File: config.mk
export PLATFORM = sky130hd
export DESIGN_NAME = rwc_ram
export DESIGN_NICKNAME = d
export VERILOG_FILES = /design/src/design/rwc_ram.sv
export SDC_FILE = /design/constraint.sdc
export NUM_CORES = 1
export LEC_CHECK = 0
export ABC_AREA = 1
export BUFFER_PORTS_ARGS = -buffer_cell sky130_fd_sc_hd__buf_4
export CORE_ASPECT_RATIO = 1.4
export CORE_UTILIZATION = 53
export DETAILED_ROUTE_END_ITERATION = 10
export GPL_TIMING_DRIVEN = 1
export PLACE_DENSITY = 0.66
export SYNTH_ARGS = -nofsm -noshare
export SYNTH_HDL_FRONTEND = slang
export SYNTH_SLANG_ARGS = --single-unit
File: constraint.sdc
create_clock -name clk -period 3.1 [get_ports clk]
set_clock_uncertainty 0.15 [all_clocks]
set_input_delay 0.155 -clock clk [delete_from_list [all_inputs] [get_ports clk]]
set_output_delay 0.155 -clock clk [all_outputs]
set_load 0.05 [all_outputs]
File: src/design/rwc_ram.sv
// rwc_ram: generic simple dual-port ram, one write port, one registered read port
// no dependencies
`timescale 1ns / 1ps
`default_nettype none

module rwc_ram #(
  parameter int WIDTH = 32,
  parameter int DEPTH = 32
) (
  input  wire logic                     clk,
  input  wire logic                     we,
  input  wire logic [$clog2(DEPTH)-1:0] waddr,
  input  wire logic [WIDTH-1:0]         wdata,
  input  wire logic                     re,
  input  wire logic [$clog2(DEPTH)-1:0] raddr,
  output logic      [WIDTH-1:0]         rdata
);

  logic [WIDTH-1:0] mem [DEPTH];

  // write port
  always_ff @(posedge clk) begin
    if (we) begin
      mem[waddr] <= wdata;
    end
  end

  // registered read port
  always_ff @(posedge clk) begin
    if (re) begin
      rdata <= mem[raddr];
    end
  end

endmodule

`default_nettype wire

Word-level counts from Yosys, hierarchy flattened
Memories as Yosys holds them, arrays and structs flattened. A register that Yosys moved wholly into a read port is not among the register bits.
Cells that the tools add are included.
{"block": "op_classes", "muxes": 2}
{"cell": "1-bit 2-to-1 mux", "count": 2}
{"block": "word_totals", "regBits": 0, "mem_count": 1, "ram_bits": 1024, "word_cells": 3, "out_inout_bits": 32}
{"name": "mem", "words": 32, "word_bits": 32, "rd": 1, "rd_clocked_by_memory_dff": 1, "write_ports": 1, "line_no": "19", "text": "logic [WIDTH-1:0] mem [DEPTH];"}

Depth between registers and ports, before layout
{"block": "depth", "ltp_word": 2, "mapped_depth": 12, "depth_no_buf": 9}

Least setup slack after synthesis
Ideal clock, no wire load.
{"block": "synth_timing", "path_kind": "input to register", "start": "input waddr[0]", "end": "memory mem[0][0], enable pin", "path_stages": 3, "t_required_ps": 2529, "setup_time_ps": 421, "arrival_ps": 1810, "slack_ps": 719, "path_cell_list": "inv_1 nand3_1 nor2_1"}
{"element": "start: declaration", "line_no": "12", "text": "input wire logic [$clog2(DEPTH)-1:0] waddr,"}
{"element": "end: declaration", "line_no": "19"}
Straight into the memory's write port.

==> key figures <==
Run status
  • Status: completed

STA
  • Setup TNS: 0 ps
  • Final hold vios: 0
  • Highest clock rate: roughly 520 MHz
  • Slew headroom: 0.4470
  • Final hold slack: 52.58 ps
  • Setup violators final: 0
  • Worst Tran Pin Value: 829.6 ps
  • RSZ-0062 raised after global routing: false
  • Final Critical Period: 1919 ps
  • Fin crit share: 0.6189
  • Setup slack after layout: 1181 ps
  • Fin. max-slew vios: 0

Setup path
  • CP Capture Point: rdata[11]
  • CP Capture Type: flop
  • Worst Setup Start Kind: primary input
  • Reg2Reg Setup Slack: 1540 ps
  • Setup crit start: raddr[2]
  • Crit path DAT: 2260 ps
  • FF-to-FF path depth: 8
  • Critical Path RT: ~3500 ps
  • R2R Path Start: mem[23][31]
  • Reg2reg end: rdata[31]
  • Worst setup path category: primary input to flop
  • Worst-path fanout max: 32

Yosys
  • Avg Inst Size Synth: approximately 12 um^2
  • Syn Inst Count: 3536
  • Post-Syn Area: 42730 um^2
  • Seq cells post-synth: 1056
  • Synth cell types: 13
  • Post-synthesis sequential area ratio: 0.7422
  • Syn_nets: ~3600
  • YS warnings: 0

Clocking
  • CTS resizes: 0
  • CTS Root Buffer Type: clkbuf_16
  • Clock buffers created by TritonCTS: 94
  • Worst-case clock buffer depth: 3
  • CTS tree: built
  • Setup bufs post-CTS: 0
  • Clock Latency Late Sink: approximately 650 ps
  • Clock-pin slew on the worst setup and hold paths: roughly 60 ps
  • # hold bufs at CTS: 35
  • CTS H-tree depth: 3
  • CTS sink count: 1056

Detailed routing
  • Routed Antenna Nets: 0
  • DR pass1 iterations: 6
  • DRC viols: 0
  • Routed WL: roughly 110 mm
  • Via count: 27510
  • DRT iter0 DRCs: 2941
  • DR vias/cell: between 5 and 6
  • Drt wl/cell: between 20 and 25 um

Final layout
  • Final Net Count: roughly 3700
  • Core occupancy in the finished layout: 0.6027
  • Footprint of the multi-input gates: 9669 um^2
  • Layout cells sized above 1: 0.08973
  • Non-Filler Instances: 4745
  • Fillers: 6174
  • FF+latch area: 31710 um^2
  • Area growth, synth to finish: 11.98%

Floorplanning
  • Die Height: about 340 um
  • FP Rows: 122
  • Core box area: 79380 um^2
  • Boundary pin count: just under 80
  • Die Footprint: 81770 um^2
  • Initial Util: 0.5383
  • Die Wd: between 200 and 250 um

Placement
  • Port Buf Inserts: 76
  • Pre-CTS setup slack: around 770 ps
  • Placer Congestion: between 0.7 and 0.8
  • Placed Cells: ~4500
  • Post-DP HPWL: 54.81 mm

GRT
  • First-pass GRT wire length: 165.8 mm
  • Vias in the first global route: approximately 26000
  • Total GRT Usage: 0.2767
  • Global route overflow: 0
  • Initial antenna violation count: 5
  • Largest net degree at the start of global routing: ~140

Power
  • P_leak: 17.40 nW
  • Peak supply drop: ~0.5 mV
  • Pwr dens: 615.4 nW/um^2

Job
  • Maxcap violations: 0

Min path
  • HP Class: primary input to flop
[power breakdown]
| group | internal, mW | total (mW) | switching [mW] | leakage (nW) |
|---|---|---|---|---|
| clock network | 6.46 | 11.5 | 5.02 | 1.45 |
| logic | 0.535 | 1.97 | 1.43 | 6.40 |
| registers | 15.9 | 16.0 | 0.0686 | 9.55 |
| total | 22.9 | 29.4 | 6.53 | 17.4 |
[how the worst min path moves through the flow]
stage | cells past startpoint | from | end
finish | 5 | raddr[3] | rdata[1]
global route | 5 | raddr[3] | rdata[2]
CTS | 5 | raddr[3] | rdata[1]
detailed placement | 1 | wdata[31] | mem[4][31]
global placement | 1 | wdata[17] | mem[31][17]
floorplan | 0 | wdata[0] | mem[0][0]
[layer usage]
layer	vias up	GRT usage	wire, um	share of wire
met5	-	0	47	0.00042
met4	6	0.1173	4471	0.040
met3	252	0.04014	8920	0.079
met2	1197	0.4685	55340	0.49
met1	13550	0.3592	44000	0.39
li1	12510	-	-	-
[synthesized netlist by cell type]
cell type	n	area, um^2
nand2_1	1440	5405
inv_2	2	7.510
buf_8	3	45.04
inv_8	1	11.26
inv_1	7	26.28
buf_4	24	180.2
buf_2	83	415.4
nand3_1	780	3904
buf_6	66	743.2
buf_1	18	67.56
nor2_1	32	120.1
edfxtp_1	1056	31710
clkbuf_1	24	90.09
[through the flow]
step                      power [mW]  instance area, um^2
after CTS                      29.52                47840
final                          29.44                47840
after global routing           30.26                47840
after global placement         18.19                44500
after floorplan                17.50                42730
after detailed placement       18.21                44500
[registers in the layout (all words and copies together), names as in the netlist]
name	cells
mem	1024
rdata	32
[cell type report]
class / count / share of cell area
Inverter: 10 / 0.001412
Multi-Input combinational cell: 2252 / 0.2021
Timing Repair Buffer: 199 / 0.04365
Tap cell: 1054 / 0.02756
Sequential cell: 1056 / 0.6628
Clock buffer: 117 / 0.05141
Clock inverter: 55 / 0.01096
Antenna cell: 2 / 0.0001046
[layout by cell type, fill, tap and decap left out]
master,count
buf_12,39
buf_4,122
buf_6,1
buf_8,2
bufinv_16,10
clkbuf_1,22
clkbuf_16,95
clkinv_1,20
clkinv_2,18
clkinv_4,2
clkinvlp_4,5
diode_2,2
dlygate4sd3_1,35
edfxtp_1,1056
inv_1,5
inv_16,1
inv_2,1
inv_6,2
inv_8,1
nand2_1,1440
nand3_1,780
nor2_4,32
[logic make-up after synthesis]
group | synth area share
buf+inv | 0.03713
flops | 0.7422
simple gates | 0.2207
[worst max-delay path: stages]
cell,delay [ps]
dlygate4sd3_1,550
buf_6,170
inv_6,260
buf_4,520
nand3_1,140
nand2_1,80
nand2_1,50
nand2_1,80
nand2_1,50
nand2_1,160
Note: power is estimated with default switching activity, not from simulation.
