`src/design/rwc_pkg.sv`:
```
// rwc_pkg: widths, types and structs shared by the rolling correlation block
// no dependencies; compiled first
`timescale 1ns / 1ps
`default_nettype none

package rwc_pkg;

  // window geometry
  localparam int MAX_WINDOW = 32;
  localparam int CFG_W      = 6;
  localparam int N_W        = $clog2(MAX_WINDOW + 1);
  localparam int SLOT_W     = $clog2(MAX_WINDOW);

  // sample and running sum widths
  localparam int SAMPLE_W = 16;
  localparam int SX_W     = 22;
  localparam int SXY_W    = 37;
  localparam int SXX_W    = 36;

  // correlation arithmetic widths
  localparam int COV_W   = 44;
  localparam int VAR_W   = 42;
  localparam int RAD_W   = 82;
  localparam int ROOT_W  = RAD_W / 2;
  localparam int REM_W   = 44;
  localparam int CS_W    = REM_W + 2;
  localparam int Q_W     = 15;
  localparam int CORR_W  = 16;
  localparam int Q_ONE   = 16384;

  // shared multiplier
  localparam int MUL_A_W = 42;
  localparam int MUL_B_W = 23;
  localparam int PROD_W  = MUL_A_W + MUL_B_W;

  typedef logic signed [SAMPLE_W-1:0] sample_t;
  typedef logic signed [CORR_W-1:0]   corr_t;

  // request and response of the shared compare/subtract unit
  typedef struct packed {
    logic [CS_W-1:0] a;
    logic [CS_W-1:0] b;
  } cs_req_t;

  typedef struct packed {
    logic [CS_W-1:0] diff;
    logic            ge;
  } cs_rsp_t;

endpackage

`default_nettype wire

```
`src/design/rwc_cmpsub.sv`:
```
// rwc_cmpsub: shared compare and subtract step for the square root and the divider
// depends on rwc_pkg
`timescale 1ns / 1ps
`default_nettype none

module rwc_cmpsub (
  input  wire rwc_pkg::cs_req_t req,
  output rwc_pkg::cs_rsp_t      rsp
);
  import rwc_pkg::*;

  logic [CS_W:0] wide_diff;

  // borrow out of the subtraction tells whether a >= b
  always_comb begin
    wide_diff = {1'b0, req.a} - {1'b0, req.b};
    rsp.diff  = wide_diff[CS_W-1:0];
    rsp.ge    = ~wide_diff[CS_W];
  end

endmodule

`default_nettype wire

```
`config.mk`:
```
export PLATFORM = sky130hd
export DESIGN_NAME = rwc_cmpsub
export DESIGN_NICKNAME = d
export VERILOG_FILES = /design/src/design/rwc_pkg.sv /design/src/design/rwc_cmpsub.sv
export SDC_FILE = /design/constraint.sdc
export NUM_CORES = 1
export LEC_CHECK = 0
export ABC_AREA = 1
export BUFFER_PORTS_ARGS = -buffer_cell sky130_fd_sc_hd__buf_2
export CAP_MARGIN = 20
export CORE_ASPECT_RATIO = 2
export CORE_MARGIN = 2
export CORE_UTILIZATION = 54
export DETAILED_ROUTE_END_ITERATION = 8
export PLACE_DENSITY = 0.94
export SYNTH_ARGS = -nofsm -noshare
export SYNTH_HDL_FRONTEND = slang
export SYNTH_SLANG_ARGS = --single-unit
```
`constraint.sdc`:
```
create_clock -name vclk -period 1.8
set_clock_uncertainty 0.15 [all_clocks]
set_input_delay 0.09 -clock vclk [all_inputs]
set_output_delay 0.09 -clock vclk [all_outputs]
set_load 0.01 [all_outputs]
```
==> impl_metrics.yaml, run 1 <==
global_routing:
  grt_pass1_vias: 7687
  grt_overflow_total: 54
  grt_usage_pct: 61.1
  grt_max_degree: 6
  grt_pass1_wl_um: 40000
placement:
  port_buffers: 139
  hpwl_um: 13400
  gp_congestion: 1.09
outcome:
  firstError: "[ERROR GRT-0116] Global routing finished with congestion. Check the congestion regions in the DRC Viewer."
  lastStage: "5_1_grt"
  status: "did not finish"
floorplanning:
  start_util_pct: 55.0
  pin_count: 139
  fp.dieW_um: 66.0
  die_h_um: 128
  rows: 45
yosys:
  syn_area_um2: 4150
  synth.yosys.seq_area_share_pct: 0
  yosysUniqueCellTypes: 25
  yosysWarnings: 0
  syn-instance-count: 882
  synthesis.nets: 1021
  avgSynthCellArea_um2: 4.71
[metal layers]
metal	GRT overflow	global-route usage, %
met1	0	54.0
met4	25	65.7
met3	0	42.4
met2	29	84.3
met5	0	5.92
[cells in the mapped netlist (all sizes together)]
cell type,count,share of area [%]
nand3,49,6.9
nand2,372,34
a31oi,2,0.30
nor3,5,0.72
nor4,2,0.30
or2,1,0.15
o21bai,5,0.90
fa,1,0.48
xnor2,2,0.42
and2,3,0.45
a21oi,27,3.3
nor2,86,9.2
nand3b,2,0.36
nand4,7,1.1
inv,247,22
o21ai,1,0.12
xor2,23,4.9
ha,46,14
o211ai,1,0.18
[cells by family after synthesis]
logic type	count (synthesis)	synth area share (%)
and+or+nand+nor	527	53.3
buffers and inverters	247	22.3
adders and majority gates	47	14.3
AOI/OAI and AO/OA	36	4.76
xor gates and xnor gates	25	5.27
[through the flow]
| step | worst slack, ns | utilization (%) | std cells | instance area, µm² |
|---|---|---|---|---|
| 2_1_floorplan | 0.110 | - | 882 | 4150 |
| 3_3_place_gp | -0.225 | 72.7 | 1184 | 5480 |
| 3_5_place_dp | -0.270 | 72.7 | 1184 | 5480 |
| 4_1_cts | -0.108 | 83.4 | 1189 | 6300 |
[timing repair]
action,4_1_cts
resized for setup,136
setup buffers,5
hold buffers,0
pin swaps,26
endpoints found under the hold margin,0
setup endpoints to repair,39
==> run 2, diff against run 1 <==
- CORE_ASPECT_RATIO: 2 -> unset
- CORE_UTILIZATION: 54 -> 40
- PLACE_DENSITY: 0.94 -> unset
- PLACE_DENSITY_LB_ADDON: unset -> 0.15
==> impl_metrics.yaml, run 2 <==
outcome:
  status: "complete, but fails checks"
  violations: "setup timing"
yosys:
  yosysTopAreaCellShare_pct: 32.7
  ys_top_cells_by_count: "nand2_1 (362), inv_1 (243), nor2_1 (69)"
  yosysWarnings: 0
  synth.yosys.seq_area_share_pct: 0
  synth_area_leader_cell: "nand2_1"
  synthTopCellsByArea: "nand2_1 (33%), inv_1 (22%), ha_1 (14%), nor2_1 (6.2%), nand3_1 (4.9%)"
  syn_area_um2: 4150
  avgSynthCellArea_um2: 4.71
  synthesis.nets: 1021
  yosysUniqueCellTypes: 25
  syn-instance-count: 882
  yosysMostFrequentCell: "nand2_1"
timing:
  slew_headroom_pct: 79.7
  fin_crit_ns: 1.91
  fmax_mhz: 525
  slew_violations: 0
  worst_slack_ns: -0.106
  min_period_over_period_pct: 106
  worst_slew_pin_slew_ns: 0.303
  setup_violations: 20
  hold_viol: 0
  rsz0062_at_grt: "yes"
  whs_ns: 0.400
worst_setup_path:
  crit_fanout: 4
  crit_slowest_cell: "ha_4"
  end_kind: "output port"
  slowest_delay_ns: 0.27
  crit_arrival_ns: 1.67
  cp-start-kind: "input pin"
  critical_path.top_delay_family: "simple AND/OR/NAND/NOR gates"
  timing.critical_path.cells: "buf_2 -> ha_4 -> nand2_4 -> inv_1 -> nand2_1 -> nand2_2 -> a21oi_2 -> buf_4 -> nor2_1 -> nor2_2 -> nand2_4 -> nand2_1 -> nand2_1 -> buf_2"
  required_ns: 1.56
  worstSetupPathType: "in2out"
  crit_buf_inv: 4
  path_common_cell: "nand2_1"
power:
  power.leakage_nw: 4.29
  pwr-share-clk_pct: 0
  peakVddDrop_mv: 0.207
  power.switching_mw: 1.54
  p_int_mw: 1.22
  swShare_pct: 55.8
  p_per_area_nw_per_um2: 366
  seqPwrFrac_pct: 0
  pwr-share-comb_pct: 100.0
layout:
  num_antenna_cells: 0
  mostFrequentLayoutCells: "nand2_1 (242), inv_1 (194), buf_2 (122), nand2_2 (93), buf_4 (91)"
  area_growth_pct: 81.5
  seq_cells: 0
  final_cells: 1255
  fin_nets: 1260
  nClkBuffers: 0
  final_layout_size_suffix_gt1_share_pct: 51.8
  regArea_um2: 0
  final_common_cell: "nand2_1"
global_routing:
  grt_pass1_wl_um: 24100
  use_met1_pct: 36.4
  top_usage_layer: "met2"
  grt_overflow_total: 0
  groute.layer.met2.usage_pct: 44.7
  grt_util_met3_pct: 0.858
  grt_usage_pct: 25.7
  grt_pass1_vias: 5460
  antenna_found_initial: 0
  grt_max_degree: 6
drt:
  drc: 0
  vias: 6016
  drtIter0Drc: 254
  routed_via_density: 4.79
  postRouteAntennaNets: 0
  routed_wl_um: 16500
  first_pass_iters: 5
  routedWlPerCell_um: 13.2
floorplanning:
  start_util_pct: 40.8
  fp.dieW_um: 106
  die_h_um: 106
  pin_count: 139
  rows: 37
  dieArea_um2: 11200
  core_area_um2: 10200
placement:
  port_buffers: 139
  hpwl_um: 12100
  place_ws_ns: -0.237
  gp_congestion: 0.924
  place_inst: 1238
run:
  cap_viol_max_count: 0
min_path:
  hold_depth: 4
  hold-path-endpoint: "rsp[1]"
  hold_path_class: "in2out"
  hold_path.startpoint: "req[0]"
## run 2: cell counts after synthesis
No cell type changed its count.
## run 2: power by group through the flow
| stage | combinational (mW) | sequential [mW] | clock, mW |
|---|---|---|---|
| after global routing | 2.99 | 0 | 0 |
| final | 2.76 | 0 | 0 |
| after global placement | 1.95 | 0 | 0 |
| after detailed placement | 1.96 | 0 | 0 |
| after CTS | 2.32 | 0 | 0 |
| after floorplan | 1.13 | 0 | 0 |
## run 2: logic make-up (layout without fill, tap and decap cells)
group / count (synthesis) / in the layout / synth area share (%)
xor gates and xnor gates: 25 / 25 / 5.27
adders and majority gates: 47 / 47 / 14.3
and+or+nand+nor: 527 / 527 / 53.3
AOI/OAI and AO/OA: 36 / 36 / 4.76
buffers and inverters: 247 / 484 / 22.3
## run 2: timing repair
| item | 4_1_cts | 5_1_grt |
|---|---|---|
| pin swaps | 39 | 100 |
| setup endpoints to repair | 39 | 39 |
| setup buffers | 5 | 14 |
| gates resized for setup | 169 | 248 |
| hold buffers | 0 | 0 |
## run 2: layout make-up
cell class	count	area (µm²)
multi-input cells	635	4870
fillers	829	2650
repair buffers	237	1560
inverters	247	932
well taps	136	170
## run 2: how the worst max path moves through the flow
stage / startpoint / to / slack, ns / cells after the start
after floorplan: req[46] / rsp[33] / 0.11 / 14
after global placement: req[46] / rsp[0] / -0.23 / 16
after detailed placement: req[46] / rsp[0] / -0.24 / 16
after CTS: req[46] / rsp[41] / -0.10 / 16
after global routing: req[21] / rsp[44] / -0.24 / 14
final: req[62] / rsp[0] / -0.11 / 14
## run 2: stage by stage
stage          TNS [ns]  area [µm²]  util, %  power, mW
6_report         -0.999        7540     74.0       2.76
5_1_grt           -3.41        7540     74.0       2.99
4_1_cts          -0.891        6600     64.8       2.32
3_5_place_dp      -4.91        5630     55.2       1.96
3_3_place_gp      -4.73        5630     55.2       1.95
2_1_floorplan         0        4150        -       1.13
## run 2: layer usage
metal	share of wire [%]	wire (µm)
met2	49	8130
met3	6.4	1050
met1	43	7100
met5	0	0
met4	1.4	231
(Power assumes the default switching activity.)
