[config.mk]
export PLATFORM = sky130hd
export DESIGN_NAME = rwc_mul
export DESIGN_NICKNAME = d
export VERILOG_FILES = /design/src/design/rwc_pkg.sv /design/src/design/rwc_mul.sv
export SDC_FILE = /design/constraint.sdc
export NUM_CORES = 2
export LEC_CHECK = 0
export BUFFER_PORTS_ARGS = -buffer_cell sky130_fd_sc_hd__clkbuf_2
export CAP_MARGIN = 20
export CORE_ASPECT_RATIO = 0.5
export CORE_UTILIZATION = 35
export DETAILED_ROUTE_END_ITERATION = 10
export GPL_ROUTABILITY_DRIVEN = 0
export GPL_TIMING_DRIVEN = 0
export PLACE_DENSITY = 0.56
export SYNTH_ARGS = -nofsm -noshare
export SYNTH_HDL_FRONTEND = slang
export SYNTH_SLANG_ARGS = --single-unit
[constraint.sdc]
create_clock -name clk -period 7 [get_ports clk]
set_input_delay 0.7 -clock clk [delete_from_list [all_inputs] [get_ports clk]]
set_output_delay 0.7 -clock clk [all_outputs]
set_load 0.01 [all_outputs]
[src/design/rwc_pkg.sv]
// rwc_pkg: widths, types and structs shared by the rolling correlation block
// no dependencies; compiled first
`timescale 1ns / 1ps
`default_nettype none

package rwc_pkg;

  // window geometry
  localparam int MAX_WINDOW = 32;
  localparam int CFG_W      = 6;
  localparam int N_W        = $clog2(MAX_WINDOW + 1);
  localparam int SLOT_W     = $clog2(MAX_WINDOW);

  // sample and running sum widths
  localparam int SAMPLE_W = 16;
  localparam int SX_W     = 22;
  localparam int SXY_W    = 37;
  localparam int SXX_W    = 36;

  // correlation arithmetic widths
  localparam int COV_W   = 44;
  localparam int VAR_W   = 42;
  localparam int RAD_W   = 82;
  localparam int ROOT_W  = RAD_W / 2;
  localparam int REM_W   = 44;
  localparam int CS_W    = REM_W + 2;
  localparam int Q_W     = 15;
  localparam int CORR_W  = 16;
  localparam int Q_ONE   = 16384;

  // shared multiplier
  localparam int MUL_A_W = 42;
  localparam int MUL_B_W = 23;
  localparam int PROD_W  = MUL_A_W + MUL_B_W;

  typedef logic signed [SAMPLE_W-1:0] sample_t;
  typedef logic signed [CORR_W-1:0]   corr_t;

  // request and response of the shared compare/subtract unit
  typedef struct packed {
    logic [CS_W-1:0] a;
    logic [CS_W-1:0] b;
  } cs_req_t;

  typedef struct packed {
    logic [CS_W-1:0] diff;
    logic            ge;
  } cs_rsp_t;

endpackage

`default_nettype wire

[src/design/rwc_mul.sv]
// rwc_mul: shared signed multiplier with registered product
// depends on rwc_pkg
`timescale 1ns / 1ps
`default_nettype none

module rwc_mul (
  input  wire logic                                clk,
  input  wire logic signed [rwc_pkg::MUL_A_W-1:0] op_a,
  input  wire logic signed [rwc_pkg::MUL_B_W-1:0] op_b,
  output logic signed      [rwc_pkg::PROD_W-1:0]  prod_r
);
  import rwc_pkg::*;

  // one product per cycle, consumed the cycle after
  always_ff @(posedge clk) begin
    prod_r <= op_a * op_b;
  end

endmodule

`default_nettype wire

# Word-level counts from Yosys, hierarchy flattened
# Index checks and enable logic that the tools add are counted.
[word_totals] output_inout_bits=65 input_bits=66 reg_bits=65 elab_cells=2
[op_classes] mul=1
[ops] operator="$mul A42 B23 Y65" count=1

# Logic depth before layout (Yosys ltp)
[logic_depth] depth_word=1 ltp_mapped=29 depth_no_buf=26

# Worst setup path after synthesis
# Ideal clock, no wire load.
[synth_timing] kind="input to register" startpoint="input op_b[2] (netlist bit)" endpoint="register prod_r[54] (netlist bit)" stages=28 required_ps=6877 t_arrival_ps=7312 slack_ps=-435 setup_ps=123 n_path_buf=3 cell_sequence="clkbuf_1 clkbuf_1 nand2_1 fa_1 inv_1 fa_1 inv_1 fa_1 inv_1 fa_1 inv_1 fa_1 inv_1 fa_1 inv_1 fa_1 inv_1 ha_1 buf_2 a21oi_1 or4b_1 a2bb2oi_1 a211oi_2 o41ai_1 a221o_1 a21oi_1 o21ai_1 xor2_1"
[synth_between] elab_chain_len=1
[synth_lines] item="start, declared" line_no="rwc_mul.sv:9" source="input wire logic signed [rwc_pkg::MUL_B_W-1:0] op_b,"
[synth_lines] item="$mul A42 B23 Y65" line_no="rwc_mul.sv:16" source="prod_r <= op_a * op_b;"
[synth_lines] item="end signal, assigned" line_no="rwc_mul.sv:16"
[synth_lines] item="end, declared" line_no="rwc_mul.sv:10" source="output logic signed [rwc_pkg::PROD_W-1:0] prod_r"
# No other way between the ends.

# Final worst setup path
[layout_timing] startpoint="input op_b[11] (netlist bit)" endpoint="register prod_r[59] (netlist bit)"
# Same word-level chain as after synthesis.

==> results_dict.tcl <==
set metrics [dict create \
    status "finished, violations left" \
    violations "negative setup slack" \
    cts_buffers 9 \
    clock-root-buffer "clkbuf_16" \
    io_buffers 124 \
    grt_pass1_wl_mm 181.6 \
    synth_edf_count 0 \
    hold_viol 0 \
    yosys.cell_types.count 57 \
    cts.hold.buffers_added 0 \
    clk_pin_slew_ps 70 \
    drive_above_1_share_pct 15.85 \
    worst_path_max_delay_cell "fa_1" \
    crit_start "op_b[11]" \
    drv_slew 0 \
    maxCapViolations 0 \
    multiInputGateArea_um2 29550 \
    crit_arrival_ps 7640 \
    drc 0 \
    synth.area.top_cells "fa_1 56%, inv_1 11%, nand2_1 6.8%" \
    layout_setup_ws_ps -367.4 \
    yosysSeqAreaShare_pct 3.789 \
    largest_reg_flops 65 \
    yosys.area.top_type "fa_1" \
    die_area_um2 99470 \
    ios 131 \
    syn-num-nets 4985 \
    yosysMostFrequentCell "inv_1" \
    synth_top_area_share_pct 56.19 \
    setup_viol 18 \
    ys_ff_latch 65 \
    via_per_inst 4.933 \
    die_y_um 223.5 \
    tightest_slew_ps 724.9 \
    min_period_over_period_pct 105.2 \
    grt_pass1_vias 29090 \
    hpwl_mm 100.7 \
    setup_tns_ps -3597 \
    hold_path_class "input pin to register" \
    ant_nets 0 \
    seq_area_um2 1301 \
    final_nets 5232 \
    cp_slowest_stage_delay_ps 580 \
    fill_cells 9401 \
    cts_max_path_buffers 2 \
    placedCellCount 5230 \
    area_growth_pct 21.55 \
    cp_max_fo 7 \
    worstSetupEndpoint "prod_r[59]" \
    worst_setup_path_end_kind "register" \
    grt_usage_pct 24.88 \
    cts_tree "built" \
    coreArea_um2 96290 \
    grt_max_degree 15 \
    top_register "prod_r" \
    worstPathRequired_ps 7280 \
    path_class "input pin to register" \
    syn_area_um2 34350 \
    wl_per_cell_um 22.35 \
    yosys_warnings 0 \
    firstDrtPassIters 5 \
    fp-row-count 80 \
    grt_overflow_total 0 \
    largest_registers "prod_r x65" \
    start_util_pct 35.67 \
    min-delay-start "op_a[1]" \
    rsz0062_at_grt "true" \
    clkSinkCount 65 \
    wl_mm 119.7 \
    async_reset_ff_share_pct 0 \
    antenna_found_initial 10 \
    drtIter0Drc 2004 \
    synthCells 3792 \
    syn_area_per_cell_um2 9.058 \
    period_minus_slack_ps 7367 \
    die_x_um 445.0 \
    achievable-frequency_mhz 135.7 \
    slew_headroom_pct 51.16 \
    vias 26430 \
    h-tree-depth 3 \
    final_core_util_pct 43.36 \
    synthTopCellsByCount "1020 x inv_1, 964 x fa_1, 625 x nand2_1" \
    synth_ff_type "dfxtp_1" \
    crit_top_cell "fa_1" \
    setup.worst_path.start_class "input pin" \
    final_cell_count_no_fill 5357 \
]
kinds of logic (layout without fill, tap and decap cells):
family	count (synthesis)	in the layout	synth area share, %
buf+inv	1217	1469	13.32
fa+ha+maj	1127	1127	62.13
simple gates	1116	1116	15.24
compound gates	195	195	3.690
xor+xnor	72	72	1.836
flops	65	65	3.789
other cells	0	1	0
area by class of cell:
cell class | count | area share [%]
multi-input cells | 2510 | 70.78
repair buffers | 245 | 5.014
inverters | 1021 | 9.228
clock buffers | 9 | 0.5395
diodes | 1 | 0.005994
well taps | 1312 | 3.932
flip-flops and latches | 65 | 3.117
clock inverters | 7 | 0.1888
plain buffers | 187 | 7.190
layer usage:
metal	global-route usage (%)	part of all wire, %	vias up
met1	32.36	39	13690
met4	11.24	5.1	2
met2	40.06	46	1240
met5	0	0.011	-
met3	5.079	9.7	302
li1	-	-	11200
cell usage in the layout, fill, tap and decap left out, types with 6 or more instances in the layout:
| cell | Yosys | routed |
|---|---|---|
| a21o_1 | 25 | 23 |
| fa_2 | 0 | 37 |
| buf_8 | 0 | 9 |
| nand4_1 | 14 | 14 |
| a21oi_4 | 0 | 6 |
| a21oi_2 | 1 | 12 |
| nand2_2 | 0 | 10 |
| and2_4 | 0 | 11 |
| o21a_1 | 8 | 8 |
| dfxtp_1 | 65 | 65 |
| inv_2 | 0 | 17 |
| clkbuf_8 | 0 | 73 |
| o21bai_1 | 10 | 9 |
| xnor2_1 | 52 | 49 |
| buf_4 | 0 | 95 |
| and2_1 | 339 | 328 |
| a21oi_1 | 66 | 49 |
| buf_6 | 0 | 19 |
| a211oi_1 | 7 | 6 |
| buf_12 | 0 | 13 |
| nor2b_1 | 11 | 9 |
| o21ai_2 | 0 | 7 |
| nor2_1 | 74 | 66 |
| clkbuf_16 | 0 | 86 |
| fa_1 | 964 | 927 |
| o21ai_0 | 39 | 22 |
| ha_4 | 0 | 29 |
| nor2_4 | 0 | 6 |
| ha_1 | 163 | 127 |
| nand2_1 | 625 | 612 |
| inv_1 | 1020 | 1001 |
| ha_2 | 0 | 7 |
| nor3_1 | 13 | 7 |
| clkbuf_2 | 2 | 95 |
| nand2b_1 | 17 | 17 |
| clkbuf_4 | 0 | 46 |
| o21ai_1 | 3 | 10 |
| nand3_1 | 11 | 11 |
| xor2_1 | 20 | 19 |
worst max-delay path, delay by kind of cell:
family / cells / cell delay (ps)
and+or+nand+nor: 4 / 560
adders and majority gates: 8 / 3920
xor gates and xnor gates: 1 / 160
buffers and inverters: 10 / 1060
AOI/OAI and AO/OA: 6 / 1210
worst min path at each step:
| stage | cells past startpoint | slack, ps | end |
|---|---|---|---|
| 6_report | 3 | 710 | prod_r[1] |
| 5_1_grt | 3 | 690 | prod_r[1] |
| 4_1_cts | 3 | 680 | prod_r[1] |
| 3_5_place_dp | 1 | 1090 | prod_r[59] |
| 2_1_floorplan | 1 | 830 | prod_r[0] |
| 3_3_place_gp | 1 | 1090 | prod_r[41] |
per-stage QoR:
step / cell area (um^2) / hold slack (ps) / worst slack, ps
floorplan: 34490 / 827.3 / 3.378
global placement: 36750 / 1088 / -3059
detailed placement: 36760 / 1088 / -2499
CTS: 41400 / 682.3 / -276.5
global route: 41750 / 694.4 / -519.3
finish: 41750 / 709.1 / -367.4
what timing repair did:
| action | CTS | global route |
|---|---|---|
| gates cloned | 2 | 1 |
| buffers inserted | 100 | 19 |
| pin swaps | 118 | 55 |
| endpoints found under the setup margin | 45 | 29 |
| gates resized for setup | 811 | 75 |
| hold endpoints to repair | 0 | 0 |
Power is not shown: default switching activity piles up to over one toggle a cycle in this logic, so the estimate is an artifact.
